<file path="config.mk">
export PLATFORM = sky130hd
export DESIGN_NAME = pattern_first_match_finder
export DESIGN_NICKNAME = d
export VERILOG_FILES = /design/src/sv/pfmf_pkg.sv /design/src/sv/pfmf_cell.sv /design/src/sv/pattern_first_match_finder.sv
export SDC_FILE = /design/constraint.sdc
export NUM_CORES = 1
export LEC_CHECK = 0
export BUFFER_PORTS_ARGS = -buffer_cell sky130_fd_sc_hd__buf_2
export CAP_MARGIN = 20
export CORE_ASPECT_RATIO = 1.75
export CORE_MARGIN = 2
export CORE_UTILIZATION = 50
export DETAILED_ROUTE_END_ITERATION = 8
export PLACE_DENSITY = 0.77
export SLEW_MARGIN = 30
export SYNTH_ARGS = -nofsm -noshare
export SYNTH_HDL_FRONTEND = slang
export SYNTH_SLANG_ARGS = --single-unit
</file>
<file path="constraint.sdc">
create_clock -name clk -period 5.8 [get_ports clk]
set_input_delay 0.29 -clock clk [delete_from_list [all_inputs] [get_ports clk]]
set_output_delay 0.29 -clock clk [all_outputs]
set_load 0.05 [all_outputs]
</file>
<file path="src/sv/pfmf_pkg.sv">
// ----------------------------------------------------------------------------
// pfmf_pkg
// Shared constants and types of the pattern first-match finder.
// ----------------------------------------------------------------------------
package pfmf_pkg;

	// Number of pattern cells, 1 to 16.
	localparam int PATTERN_MAX = 16;
	// Width of the running text index, 8 to 32.
	localparam int INDEX_BITS  = 20;

	// Fixed field widths.
	localparam int BYTE_W  = 8;
	localparam int LEN_W   = 5;
	localparam int START_W = 20;
	localparam int WORD_W  = 64;
	localparam int CFG_IDX_W = 2;
	localparam int OUT_TDATA_W = 24;

	// Register indexes of the configuration port.
	localparam logic [CFG_IDX_W-1:0] REG_PAT_LOW  = 2'd0;
	localparam logic [CFG_IDX_W-1:0] REG_PAT_HIGH = 2'd1;
	localparam logic [CFG_IDX_W-1:0] REG_PAT_LEN  = 2'd2;
	localparam logic [CFG_IDX_W-1:0] REG_START    = 2'd3;

	// Per-transfer control broadcast to every cell.
	typedef struct packed {
		logic step;   // advance the prefix bit with the current byte
		logic clear;  // end of text: drop the prefix bit
	} cell_ctl_t;

	// One result item.
	typedef struct packed {
		logic               found;
		logic [START_W-1:0] match_start;
	} result_t;

endpackage

</file>
<file path="src/sv/pfmf_cell.sv">
// ----------------------------------------------------------------------------
// pfmf_cell
// One pattern position: compares its pattern byte with the text byte and
// extends the prefix handed over by the previous cell.
// ----------------------------------------------------------------------------
module pfmf_cell import pfmf_pkg::*; (
	input  logic              clk,
	input  logic              arst_n,
	input  cell_ctl_t         ctl,
	input  logic              enable,     // this position lies inside the pattern
	input  logic              prev_bit,   // prefix one byte shorter, from the left neighbor
	input  logic [BYTE_W-1:0] pat_byte,
	input  logic [BYTE_W-1:0] text_byte,
	output logic              nxt_bit,    // value after the current byte
	output logic              bit_q       // prefix held, handed to the right neighbor
);

	assign nxt_bit = prev_bit & enable & (pat_byte == text_byte);

	always_ff @(posedge clk or negedge arst_n) begin
		if (!arst_n) begin
			bit_q <= 1'b0;
		end else if (ctl.clear) begin
			bit_q <= 1'b0;
		end else if (ctl.step) begin
			bit_q <= nxt_bit;
		end
	end

endmodule

</file>
<file path="src/sv/pattern_first_match_finder.sv">
// ----------------------------------------------------------------------------
// pattern_first_match_finder
// Streaming search for the first occurrence of a pattern of up to 16 bytes.
// ----------------------------------------------------------------------------
// The block takes one text byte per clock cycle on the slave stream, with
// tlast marking the final byte of a text, and gives at most one result per
// text on the master stream: tuser high with the start index of the first
// match in tdata, or tuser low with a zero index when the text ended without
// a match. Each byte is handled in the cycle it is transferred: a row of
// pattern cells, one per pattern position, each keeps one bit saying that the
// pattern prefix up to its position ends at the latest byte, and passes that
// bit to its right neighbor every cycle. The pattern is therefore matched in
// one pass with no backtracking, and the sustained rate is one byte per cycle
// while tready is high; the result for the byte that completes the match (or
// the last byte) is registered. Results go into a two-entry output buffer,
// so the slave side keeps taking bytes while one result waits; tready drops
// only while both entries are full. Bytes after the first match of a text are
// taken and ignored until its last byte. The text index starts at
// start_offset for each text and wraps modulo 2^INDEX_BITS. Configuration is
// written through cfg_we, cfg_index and cfg_wdata while the block is idle; a
// pattern length of zero acts as one and a length above 16 acts as 16.
// ----------------------------------------------------------------------------
module pattern_first_match_finder import pfmf_pkg::*; (
	input  logic                   clk,
	input  logic                   arst_n,

	// Configuration write port.
	input  logic                   cfg_we,
	input  logic [CFG_IDX_W-1:0]   cfg_index,
	input  logic [WORD_W-1:0]      cfg_wdata,

	// Text stream.
	input  logic                   s_tvalid,
	output logic                   s_tready,
	input  logic [BYTE_W-1:0]      s_tdata,    // [7:0] text_byte
	input  logic                   s_tlast,    // last_byte

	// Result stream.
	output logic                   m_tvalid,
	input  logic                   m_tready,
	output logic [OUT_TDATA_W-1:0] m_tdata,    // [19:0] match_start, [23:20] zero
	output logic                   m_tuser     // [0] found
);

	// ------------------------------------------------------------------
	// Configuration registers.
	// ------------------------------------------------------------------
	logic [WORD_W-1:0]  pat_low_q;
	logic [WORD_W-1:0]  pat_high_q;
	logic [LEN_W-1:0]   pat_len_q;
	logic [START_W-1:0] start_q;

	always_ff @(posedge clk or negedge arst_n) begin
		if (!arst_n) begin
			pat_low_q  <= '0;
			pat_high_q <= '0;
			pat_len_q  <= LEN_W'(1);
			start_q    <= '0;
		end else if (cfg_we) begin
			unique case (cfg_index)
				REG_PAT_LOW:  pat_low_q  <= cfg_wdata;
				REG_PAT_HIGH: pat_high_q <= cfg_wdata;
				REG_PAT_LEN:  pat_len_q  <= cfg_wdata[LEN_W-1:0];
				REG_START:    start_q    <= cfg_wdata[START_W-1:0];
				default: ;
			endcase
		end
	end

	// Effective length, clamped to the number of cells.
	logic [LEN_W-1:0] len_eff;

	always_comb begin
		if (pat_len_q == '0) begin
			len_eff = LEN_W'(1);
		end else if (pat_len_q > LEN_W'(PATTERN_MAX)) begin
			len_eff = LEN_W'(PATTERN_MAX);
		end else begin
			len_eff = pat_len_q;
		end
	end

	logic [2*WORD_W-1:0] pat_word;
	assign pat_word = {pat_high_q, pat_low_q};

	// ------------------------------------------------------------------
	// Text state.
	// ------------------------------------------------------------------
	logic                  accept;
	logic                  done_q;
	logic                  in_text_q;
	logic [INDEX_BITS-1:0] pos_q;
	cell_ctl_t             ctl;

	assign accept    = s_tvalid & s_tready;
	assign ctl.step  = accept & ~done_q;
	assign ctl.clear = accept & s_tlast;

	// ------------------------------------------------------------------
	// Cell row. Cell k holds "pattern bytes 0..k end at the latest byte".
	// The first cell always has an empty prefix to extend.
	// ------------------------------------------------------------------
	logic [PATTERN_MAX-1:0] held;
	logic [PATTERN_MAX-1:0] nxt;
	logic [PATTERN_MAX-1:0] tail_sel;   // one-hot on the last pattern position

	genvar k;
	generate
		for (k = 0; k < PATTERN_MAX; k++) begin : g_cell
			logic prev;
			if (k == 0) begin : g_head
				assign prev = 1'b1;
			end else begin : g_link
				assign prev = held[k-1];
			end

			assign tail_sel[k] = (len_eff == LEN_W'(k + 1));

			pfmf_cell u_cell (
				.clk       (clk),
				.arst_n    (arst_n),
				.ctl       (ctl),
				.enable    (LEN_W'(k) < len_eff),
				.prev_bit  (prev),
				.pat_byte  (pat_word[BYTE_W*k +: BYTE_W]),
				.text_byte (s_tdata),
				.nxt_bit   (nxt[k]),
				.bit_q     (held[k])
			);
		end
	endgenerate

	// A full match appears when the last pattern position turns on.
	logic                  hit;
	logic                  push;
	logic [INDEX_BITS-1:0] start_idx;
	result_t               push_res;

	assign hit       = ctl.step & (|(nxt & tail_sel));
	assign push      = hit | (ctl.clear & ~done_q);
	assign start_idx = pos_q - INDEX_BITS'(len_eff - LEN_W'(1));

	always_comb begin
		push_res.found       = hit;
		push_res.match_start = hit ? START_W'(start_idx) : '0;
	end

	always_ff @(posedge clk or negedge arst_n) begin
		if (!arst_n) begin
			done_q    <= 1'b0;
			in_text_q <= 1'b0;
			pos_q     <= '0;
		end else if (accept) begin
			if (s_tlast) begin
				done_q    <= 1'b0;
				in_text_q <= 1'b0;
				pos_q     <= INDEX_BITS'(start_q);
			end else begin
				done_q    <= done_q | hit;
				in_text_q <= 1'b1;
				pos_q     <= pos_q + INDEX_BITS'(1);
			end
		end else if (cfg_we && cfg_index == REG_START && !in_text_q) begin
			// A new start offset takes effect at once between texts.
			pos_q <= INDEX_BITS'(cfg_wdata[START_W-1:0]);
		end
	end

	// ------------------------------------------------------------------
	// Two-entry output buffer: the output register and a skid entry.
	// A result goes to the skid entry only when the output register is
	// occupied and not being drained.
	// ------------------------------------------------------------------
	logic    out_valid_q;
	logic    skid_valid_q;
	result_t out_q;
	result_t skid_q;
	logic    pop;

	assign pop      = out_valid_q & m_tready;
	assign s_tready = ~skid_valid_q;

	always_ff @(posedge clk or negedge arst_n) begin
		if (!arst_n) begin
			out_valid_q  <= 1'b0;
			skid_valid_q <= 1'b0;
		end else if (!out_valid_q || pop) begin
			if (skid_valid_q) begin
				out_valid_q  <= 1'b1;
				skid_valid_q <= 1'b0;
			end else begin
				out_valid_q  <= push;
			end
		end else if (push) begin
			skid_valid_q <= 1'b1;
		end
	end

	always_ff @(posedge clk) begin
		if (!out_valid_q || pop) begin
			out_q <= skid_valid_q ? skid_q : push_res;
		end
		if (push && out_valid_q && !pop) begin
			skid_q <= push_res;
		end
	end

	assign m_tvalid = out_valid_q;
	assign m_tuser  = out_q.found;
	assign m_tdata  = OUT_TDATA_W'(out_q.match_start);

endmodule

</file>
==> results of run 1 <==
[flip-flops by register name, indices dropped and copies added, names as in the netlist]
signal,flops
pos_q,20
skid_q,21
g_cell.u_cell.bit_q,15
pat_len_q,5
pat_low_q,64
pat_high_q,64
start_q,20
skid_valid_q,1
m_tuser,1
in_text_q,1
m_tdata,20
done_q,1
m_tvalid,1
[through the flow]
step	hold slack (ps)	power [W]	cell area [sq um]	setup WS [ps]	instances
3_3_place_gp	392.2	0.003246	13030	1746	1447
4_1_cts	0.04946	0.004789	13800	1584	1488
6_report	21.73	0.004749	13800	1559	1488
3_5_place_dp	392.1	0.003290	13040	1593	1448
2_1_floorplan	-5.591	0.002980	12350	832.8	1089
5_1_grt	3.402	0.005002	13800	1148	1488
[cells in the final DEF, fill, tap and decap left out, types with 12 or more instances in the layout]
cell type / n
nor3_1: 20
nand3_1: 21
xnor2_1: 115
nor2_1: 66
a21oi_1: 17
buf_2: 101
o21ai_0: 66
nand4_1: 24
a221o_1: 12
dfrtp_1: 191
nand2_1: 65
ha_1: 25
and3_1: 13
conb_1: 18
clkbuf_16: 24
xor2_1: 31
edfxtp_1: 42
o21ai_2: 18
mux2_2: 153
[final cells by class]
| cell class | count | area share |
|---|---|---|
| clock buffers | 33 | 0.04841 |
| clock inverters | 5 | 0.005439 |
| inverters | 12 | 0.003264 |
| multi-input cells | 780 | 0.4297 |
| flip-flops and latches | 234 | 0.4396 |
| well taps | 308 | 0.02792 |
| repair buffers | 116 | 0.04569 |
[synthesized netlist by cell type (3+ instances only)]
library cell  count  area share
o21a_1            5      0.0031
inv_1            11      0.0034
nor2_1           66       0.020
clkbuf_1         36       0.011
nor3_1           20      0.0081
o211ai_1          6      0.0037
and3_1           13      0.0066
a21oi_1          17      0.0069
o311ai_0          3      0.0021
buf_4             5      0.0031
edfxtp_1         42        0.10
a221o_1          12      0.0098
or3_1             3      0.0015
nand4_1          24       0.012
buf_6             6      0.0055
nand2b_1          7      0.0036
nor4_1           10      0.0051
buf_2            14      0.0057
o21ai_0          66       0.027
mux2_2          153        0.14
o21ai_2          18       0.013
nand2_1          65       0.020
a31oi_1           7      0.0036
dfrtp_1         191        0.39
and2_1            3      0.0015
mux2i_1           3      0.0024
a22o_1           10      0.0071
nand3_1          21      0.0086
xor2_1           31       0.022
ha_1             25       0.025
a21o_1           11      0.0067
a32o_1            3      0.0024
xnor2_1         115       0.082
nand3b_1          3      0.0018
nor2b_1           5      0.0025
o21ai_1           3      0.0012
[where the power goes]
group / total (W) / switching (W) / internal (W)
combinational: 0.00114 / 0.000610 / 0.000527
clock: 0.00149 / 0.000603 / 0.000883
sequential: 0.00213 / 0.000202 / 0.00192
total: 0.00475 / 0.00142 / 0.00333
[worst min-delay path by stage]
stage	startpoint	endpoint	depth (start not counted)
4_1_cts	cfg_wdata[31]	pat_low_q[31]	2
3_5_place_dp	arst_n	pat_high_q[49]	1
2_1_floorplan	arst_n	done_q	0
3_3_place_gp	arst_n	pat_low_q[49]	1
6_report	cfg_wdata[31]	pat_low_q[31]	2
5_1_grt	cfg_wdata[38]	pat_high_q[38]	2
[critical path: stages (launching register included)]
cell,delay [ps]
dfrtp_1,670
or2_1,200
nor2_1,40
o21ai_0,550
inv_1,160
ha_1,340
ha_1,290
nor2b_1,180
o2111ai_1,170
a31oi_1,410
a21oi_1,170
o31ai_1,380
o41ai_1,120
xnor2_1,230
o21ai_2,70
[per-layer routing]
layer / global-route usage / up-vias / part of all wire
met1: 0.2527 / 4225 / 0.37
met5: 0 / - / 0.00025
met4: 0.1019 / 2 / 0.046
met2: 0.4201 / 185 / 0.55
met3: 0.02883 / 78 / 0.035
li1: - / 4006 / -
[cells by family after synthesis]
group,count (synthesis),synth area share
AOI/OAI and AO/OA,181,0.1009
other,2,0.0006113
and+or+nand+nor,253,0.1012
buffers and inverters,75,0.02953
muxes,156,0.1427
adders and majority gates,26,0.02709
DFF,234,0.4938
xor gates and xnor gates,146,0.1041
==> key figures, run 1 <==
Cells and area
  – FILL cells: 2081
  – Nets: 1272
  – Register area: 6067 sq um
  – Ant diodes: 0
  – Synth-to-Final Area Change: 12.34%
  – Area occupied by multi-input gates: 5931 sq um
  – Share of layout cells above drive strength 1: 0.2805
  – Fin util: 0.5745

Route
  – DRC: 0
  – Final WL: 28310 um
  – First-pass detailed-route iteration total: 5
  – DRT antenna net count: 0
  – Vias: 8496
  – Drt wl/cell: 19.02 um
  – DRT iter0 DRCs: 492
  – Via/cell ratio: 5.710

Setup path
  – Reg2Reg Depth: 14
  – R2R Path Start: pat_len_q[3]
  – Required @ worst endpoint: 6040 ps
  – CP Class: flop to flop
  – CP endpoint kind: flop
  – CP Launch Type: flop
  – Worst-path maximum fanout: 17
  – Reg2reg end: m_tdata[19]
  – Reg2Reg Setup Slack: 1560 ps
  – WP data arrival: 4480 ps
  – Setup crit start: pat_len_q[3]
  – Worst setup endpoint: m_tdata[19]

STA
  – Worst-margin pin slew: 915.8 ps
  – Final setup vio count: 0
  – Setup tns final: 0 ps
  – Final Critical Period: 4241 ps
  – Final hold vios: 0
  – Slew Limit Headroom: 0.3872
  – Final Cycle Share: 0.7312
  – Clk_skew: 22.73 ps
  – RSZ-0062 raised after global routing: false
  – Fin. max-slew vios: 0
  – FMAX: 0.2358 GHz

Die
  – Core Rows: 75
  – Top Ports: 107
  – Placeable Area: 24020 sq um
  – Initial Utilization: 0.5114
  – Die area: 25890 sq um
  – Width of the die: 122.5 um
  – Die span in y: 211.4 um

Clock network
  – Clock Tree Buf Depth: 3
  – Post-cts resize count: 0
  – TritonCTS Buffers: 22
  – Clock-pin slew on the worst setup and hold paths: 60 ps
  – Post CTS Setup Buffer Count: 0
  – H-tree depth: 1
  – Cts hold-fix bufs: 2
  – Clk_lat worst skew: 510 ps
  – CTS root buffer: clkbuf_16
  – CTS sink count: 234
  – TritonCTS clock tree: built

Min path
  – Hold Crit Class: input pin to flop

Logic synthesis
  – Mapped cell area: 12290 sq um
  – Yosys reg bits: 234
  – Register area share after synthesis: 0.4938
  – Primary FF master, synth: dfrtp_1
  – Post-synth EDFFs: 42
  – Cell count after synthesis: 1073
  – Synth warn: 0
  – Fraction of registers with async set/reset: 0.8205
  – Post-synthesis cell type count: 64
  – Syn_area_per_cell: 11.45 sq um

Global route
  – Largest net degree at the start of global routing: 85
  – Initial antenna violation count: 1
  – Global route total overflow: 0
  – Vias in the first global route: 8995
  – First-pass GRT wire length: 45930 um
  – Global Route Usage Sum: 0.2263

Placement
  – Hpwl dp: 20620 um
  – PortBufs: 102
  – Final GP Congestion: 0.8991

Pwr
  – PwrDens: 344.1 nW/um^2
  – Cell leakage power: 5.730 nW
  – Worst vdd ir: 305.8 uV

Run
  – Max cap viols: 0

Run status
  – Status: finished, final reports clean
No activity file was read; power rests on OpenSTA's default activity.
==> run 2: changes to the inputs <==
==> constraint.sdc (replaced) <==
create_clock -name clk -period 4.26 [get_ports clk]
set_input_delay 0.213 -clock clk [delete_from_list [all_inputs] [get_ports clk]]
set_output_delay 0.213 -clock clk [all_outputs]
set_load 0.05 [all_outputs]
==> run 2 against run 1 <==
Effect of this change:
- routed wire length rose by 1.9%
- utilization rose by 2.5 points
- die area did not move
- sequential cell count did not move
- clock-buffer cell count fell by 6
==> key figures, run 2 (synthesized netlist as in run 1, its figures left out) <==
Die
  – Die area: 25890 sq um (unchanged)
  – Core Rows: 75 (unchanged)
  – Initial Utilization: 0.5114 (unchanged)
  – Placeable Area: 24020 sq um (unchanged)
  – Top Ports: 107 (unchanged)
  – Die span in y: 211.4 um (unchanged)
  – Width of the die: 122.5 um (unchanged)

Setup path
  – CP Launch Type: flop
  – Largest stage delay, worst path: 560 ps (-110 ps)
  – Required @ worst endpoint: 4510 ps (-1530 ps)
  – Ordered list of cells on the worst path: nor2_1 > o21ai_0 > inv_1 > ha_1 > inv_1 > fa_1 > nand2b_1 > a21oi_1 > o211ai_1 > o211ai_1 > a31oi_1 > a21oi_1 > xnor2_1 > nor2_1
  – CP endpoint kind: flop
  – Worst path bufs/invs: 2 (+1)
  – Slowest CP cell: o21ai_0
  – Worst-path maximum fanout: 14 (-3)
  – CP delay by family, top: compound AO/OA/AOI/OAI gates
  – WP data arrival: 4150 ps (-330 ps)
  – CP Class: flop to flop

Route
  – DRT iter0 DRCs: 574 (+17%)
  – Vias: 8820 (+3.8%)
  – M1 WL: 10710 um (+1.3%)
  – Met2 routed WL: 15900 um (+3.0%)
  – Final WL: 28840 um (+1.9%)
  – DRC: 0 (unchanged)
  – DR top layer: met5
  – Drt wl/cell: 18.54 um (-2.6%)
  – Met3 wire length: 1110 um (+13%)
  – DRT antenna net count: 0 (unchanged)
  – First-pass detailed-route iteration total: 7 (+2)
  – Via/cell ratio: 5.668 (-0.72%)

STA
  – Worst-margin pin slew: 922.3 ps (+6.513 ps)
  – Final Critical Period: 3899 ps (-342.1 ps)
  – RSZ-0062 raised after global routing: false
  – Final hold vios: 0 (unchanged)
  – Clk_skew: 35.85 ps (+13.12 ps)
  – Setup tns final: 0 ps (unchanged)
  – Slew Limit Headroom: 0.3851 (-0.002086)
  – Fin. max-slew vios: 0 (unchanged)
  – Final Cycle Share: 0.9152 (+0.1840)
  – Final setup vio count: 0 (unchanged)
  – FMAX: 0.2565 GHz (+8.8%)
  – Hold WS: 20.01 ps (-1.718 ps)

Cells and area
  – Fin area: 14400 sq um (+4.4%)
  – Synth-to-Final Area Change: 17.23%
  – Fin cells: 1556 (+4.6%)
  – Most common cell after layout, fill and taps aside: dfrtp_1
  – Nets: 1337 (+5.1%)
  – Register area: 6067 sq um (unchanged)
  – FILL cells: 2045 (-1.7%)
  – Share of layout cells above drive strength 1: 0.2767 (-0.003844)
  – Most frequent cells in the layout: 191 x dfrtp_1, 153 x mux2_2, 115 x xnor2_1
  – Area occupied by multi-input gates: 5941 sq um (+0.17%)
  – Top Registers: pat_high_q (64), pat_low_q (64), skid_q (21)
  – Fin util: 0.5995 (+0.02500)

Pwr
  – Pint: 0.004478 W (+34%)
  – Switching Share: 0.3057 (+0.007739)
  – Clk pwr share: 0.303 (-0.010)
  – Worst vdd ir: 322.3 uV (+5.4%)
  – Comb power frac: 0.252 (+0.013)
  – PwrDens: 447.9 nW/um^2 (+30%)
  – Sw power: 0.001972 W (+39%)
  – Cell leakage power: 5.983 nW (+4.4%)
  – Flop pwr share: 0.445 (-0.003)

Clock network
  – Clock-pin slew on the worst setup and hold paths: 70 ps (about the same)
  – Clk_lat worst skew: 530 ps (+20 ps)
  – TritonCTS Buffers: 22 (unchanged)
  – Post-cts resize count: 0 (unchanged)
  – CTS root buffer: clkbuf_16
  – H-tree depth: 1 (unchanged)
  – Post CTS Setup Buffer Count: 0 (unchanged)
  – CTS sink count: 234 (unchanged)
  – Clock Tree Buf Depth: 3 (unchanged)
  – TritonCTS clock tree: built

Global route
  – Global Route Usage Sum: 0.2282 (+0.001871)
  – First-pass GRT wire length: 46370 um (+0.98%)
  – Vias in the first global route: 8969 (-0.29%)
  – Global route total overflow: 0 (unchanged)
  – Largest net degree at the start of global routing: 65 (-24%)
  – Initial antenna violation count: 2 (+1)

Run
  – Max cap viols: 0 (unchanged)

Placement
  – Final GP Congestion: 0.9180 (+2.1%)
  – Post-Place Cells: 1459 (+0.76%)
  – Placed Area: 13130 sq um (+0.68%)
  – PortBufs: 102 (unchanged)
  – Hpwl dp: 20490 um (-0.60%)

Run status
  – Status: finished, final reports clean

Min path
  – Hold Crit Class: input pin to flop
[run 2: cell count changes in the layout (fill, tap and decap cells not counted), sizes merged]
cell / delta
buf: +11
clkbuf: -6
clkinv: +2
clkinvlp: +5
diode: +1
dlygate4sd3: +54
inv: +1
[run 2: per-stage QoR]
| step | setup WS [ps] | total power (W) |
|---|---|---|
| after floorplan | 346.4 | 0.004058 |
| after global placement | 552.3 | 0.004432 |
| after detailed placement | 408.5 | 0.004484 |
| after CTS | 409.8 | 0.006488 |
| after global routing | 44.19 | 0.006776 |
| final | 361.2 | 0.006450 |
[run 2: layout make-up]
| class | instances | share of cell area |
|---|---|---|
| clock inverters | 13 | 0.009209 |
| multi-input cells | 780 | 0.4125 |
| diodes | 1 | 0.0001737 |
| inverters | 12 | 0.003127 |
| well taps | 308 | 0.02676 |
| flip-flops and latches | 234 | 0.4212 |
| repair buffers | 181 | 0.08679 |
| clock buffers | 27 | 0.04022 |
[run 2: power by group through the flow]
stage | logic, W | registers (W) | clock network, W
final | 0.00162 | 0.00287 | 0.00196
after global routing | 0.00179 | 0.00292 | 0.00207
after CTS | 0.00162 | 0.00287 | 0.00199
after detailed placement | 0.00157 | 0.00291 | 0
after global placement | 0.00154 | 0.00289 | 0
after floorplan | 0.00114 | 0.00292 | 0
[run 2: what timing repair did]
item | CTS | global route
hold buffers | 56 | 0
setup endpoints to repair | 0 | 0
hold endpoints to repair | 177 | 0
[run 2: path summary, 6_finish.rpt]
| kind | startpoint | end | slack (ps) | cells after the start |
|---|---|---|---|---|
| worst max-delay path | pat_len_q[1] | skid_q[18] | 360 | 14 |
| worst min-delay path | cfg_wdata[8] | pat_low_q[8] | 20 | 2 |
| worst max register to register | pat_len_q[1] | skid_q[18] | 360 | 14 |
| worst min register to register | g_cell[6].u_cell.bit_q | g_cell[6].u_cell.bit_q | 500 | 1 |
| max in group asynchronous | arst_n | pat_low_q[63] | 3010 | 3 |
| min in group asynchronous | arst_n | pat_high_q[32] | 210 | 2 |
[run 2: metal layers]
layer | track usage | vias to the layer above
li1 | - | 4147
met1 | 0.2530 | 4377
met2 | 0.4312 | 224
met3 | 0.02748 | 70
met4 | 0.09314 | 2
met5 | 0 | -
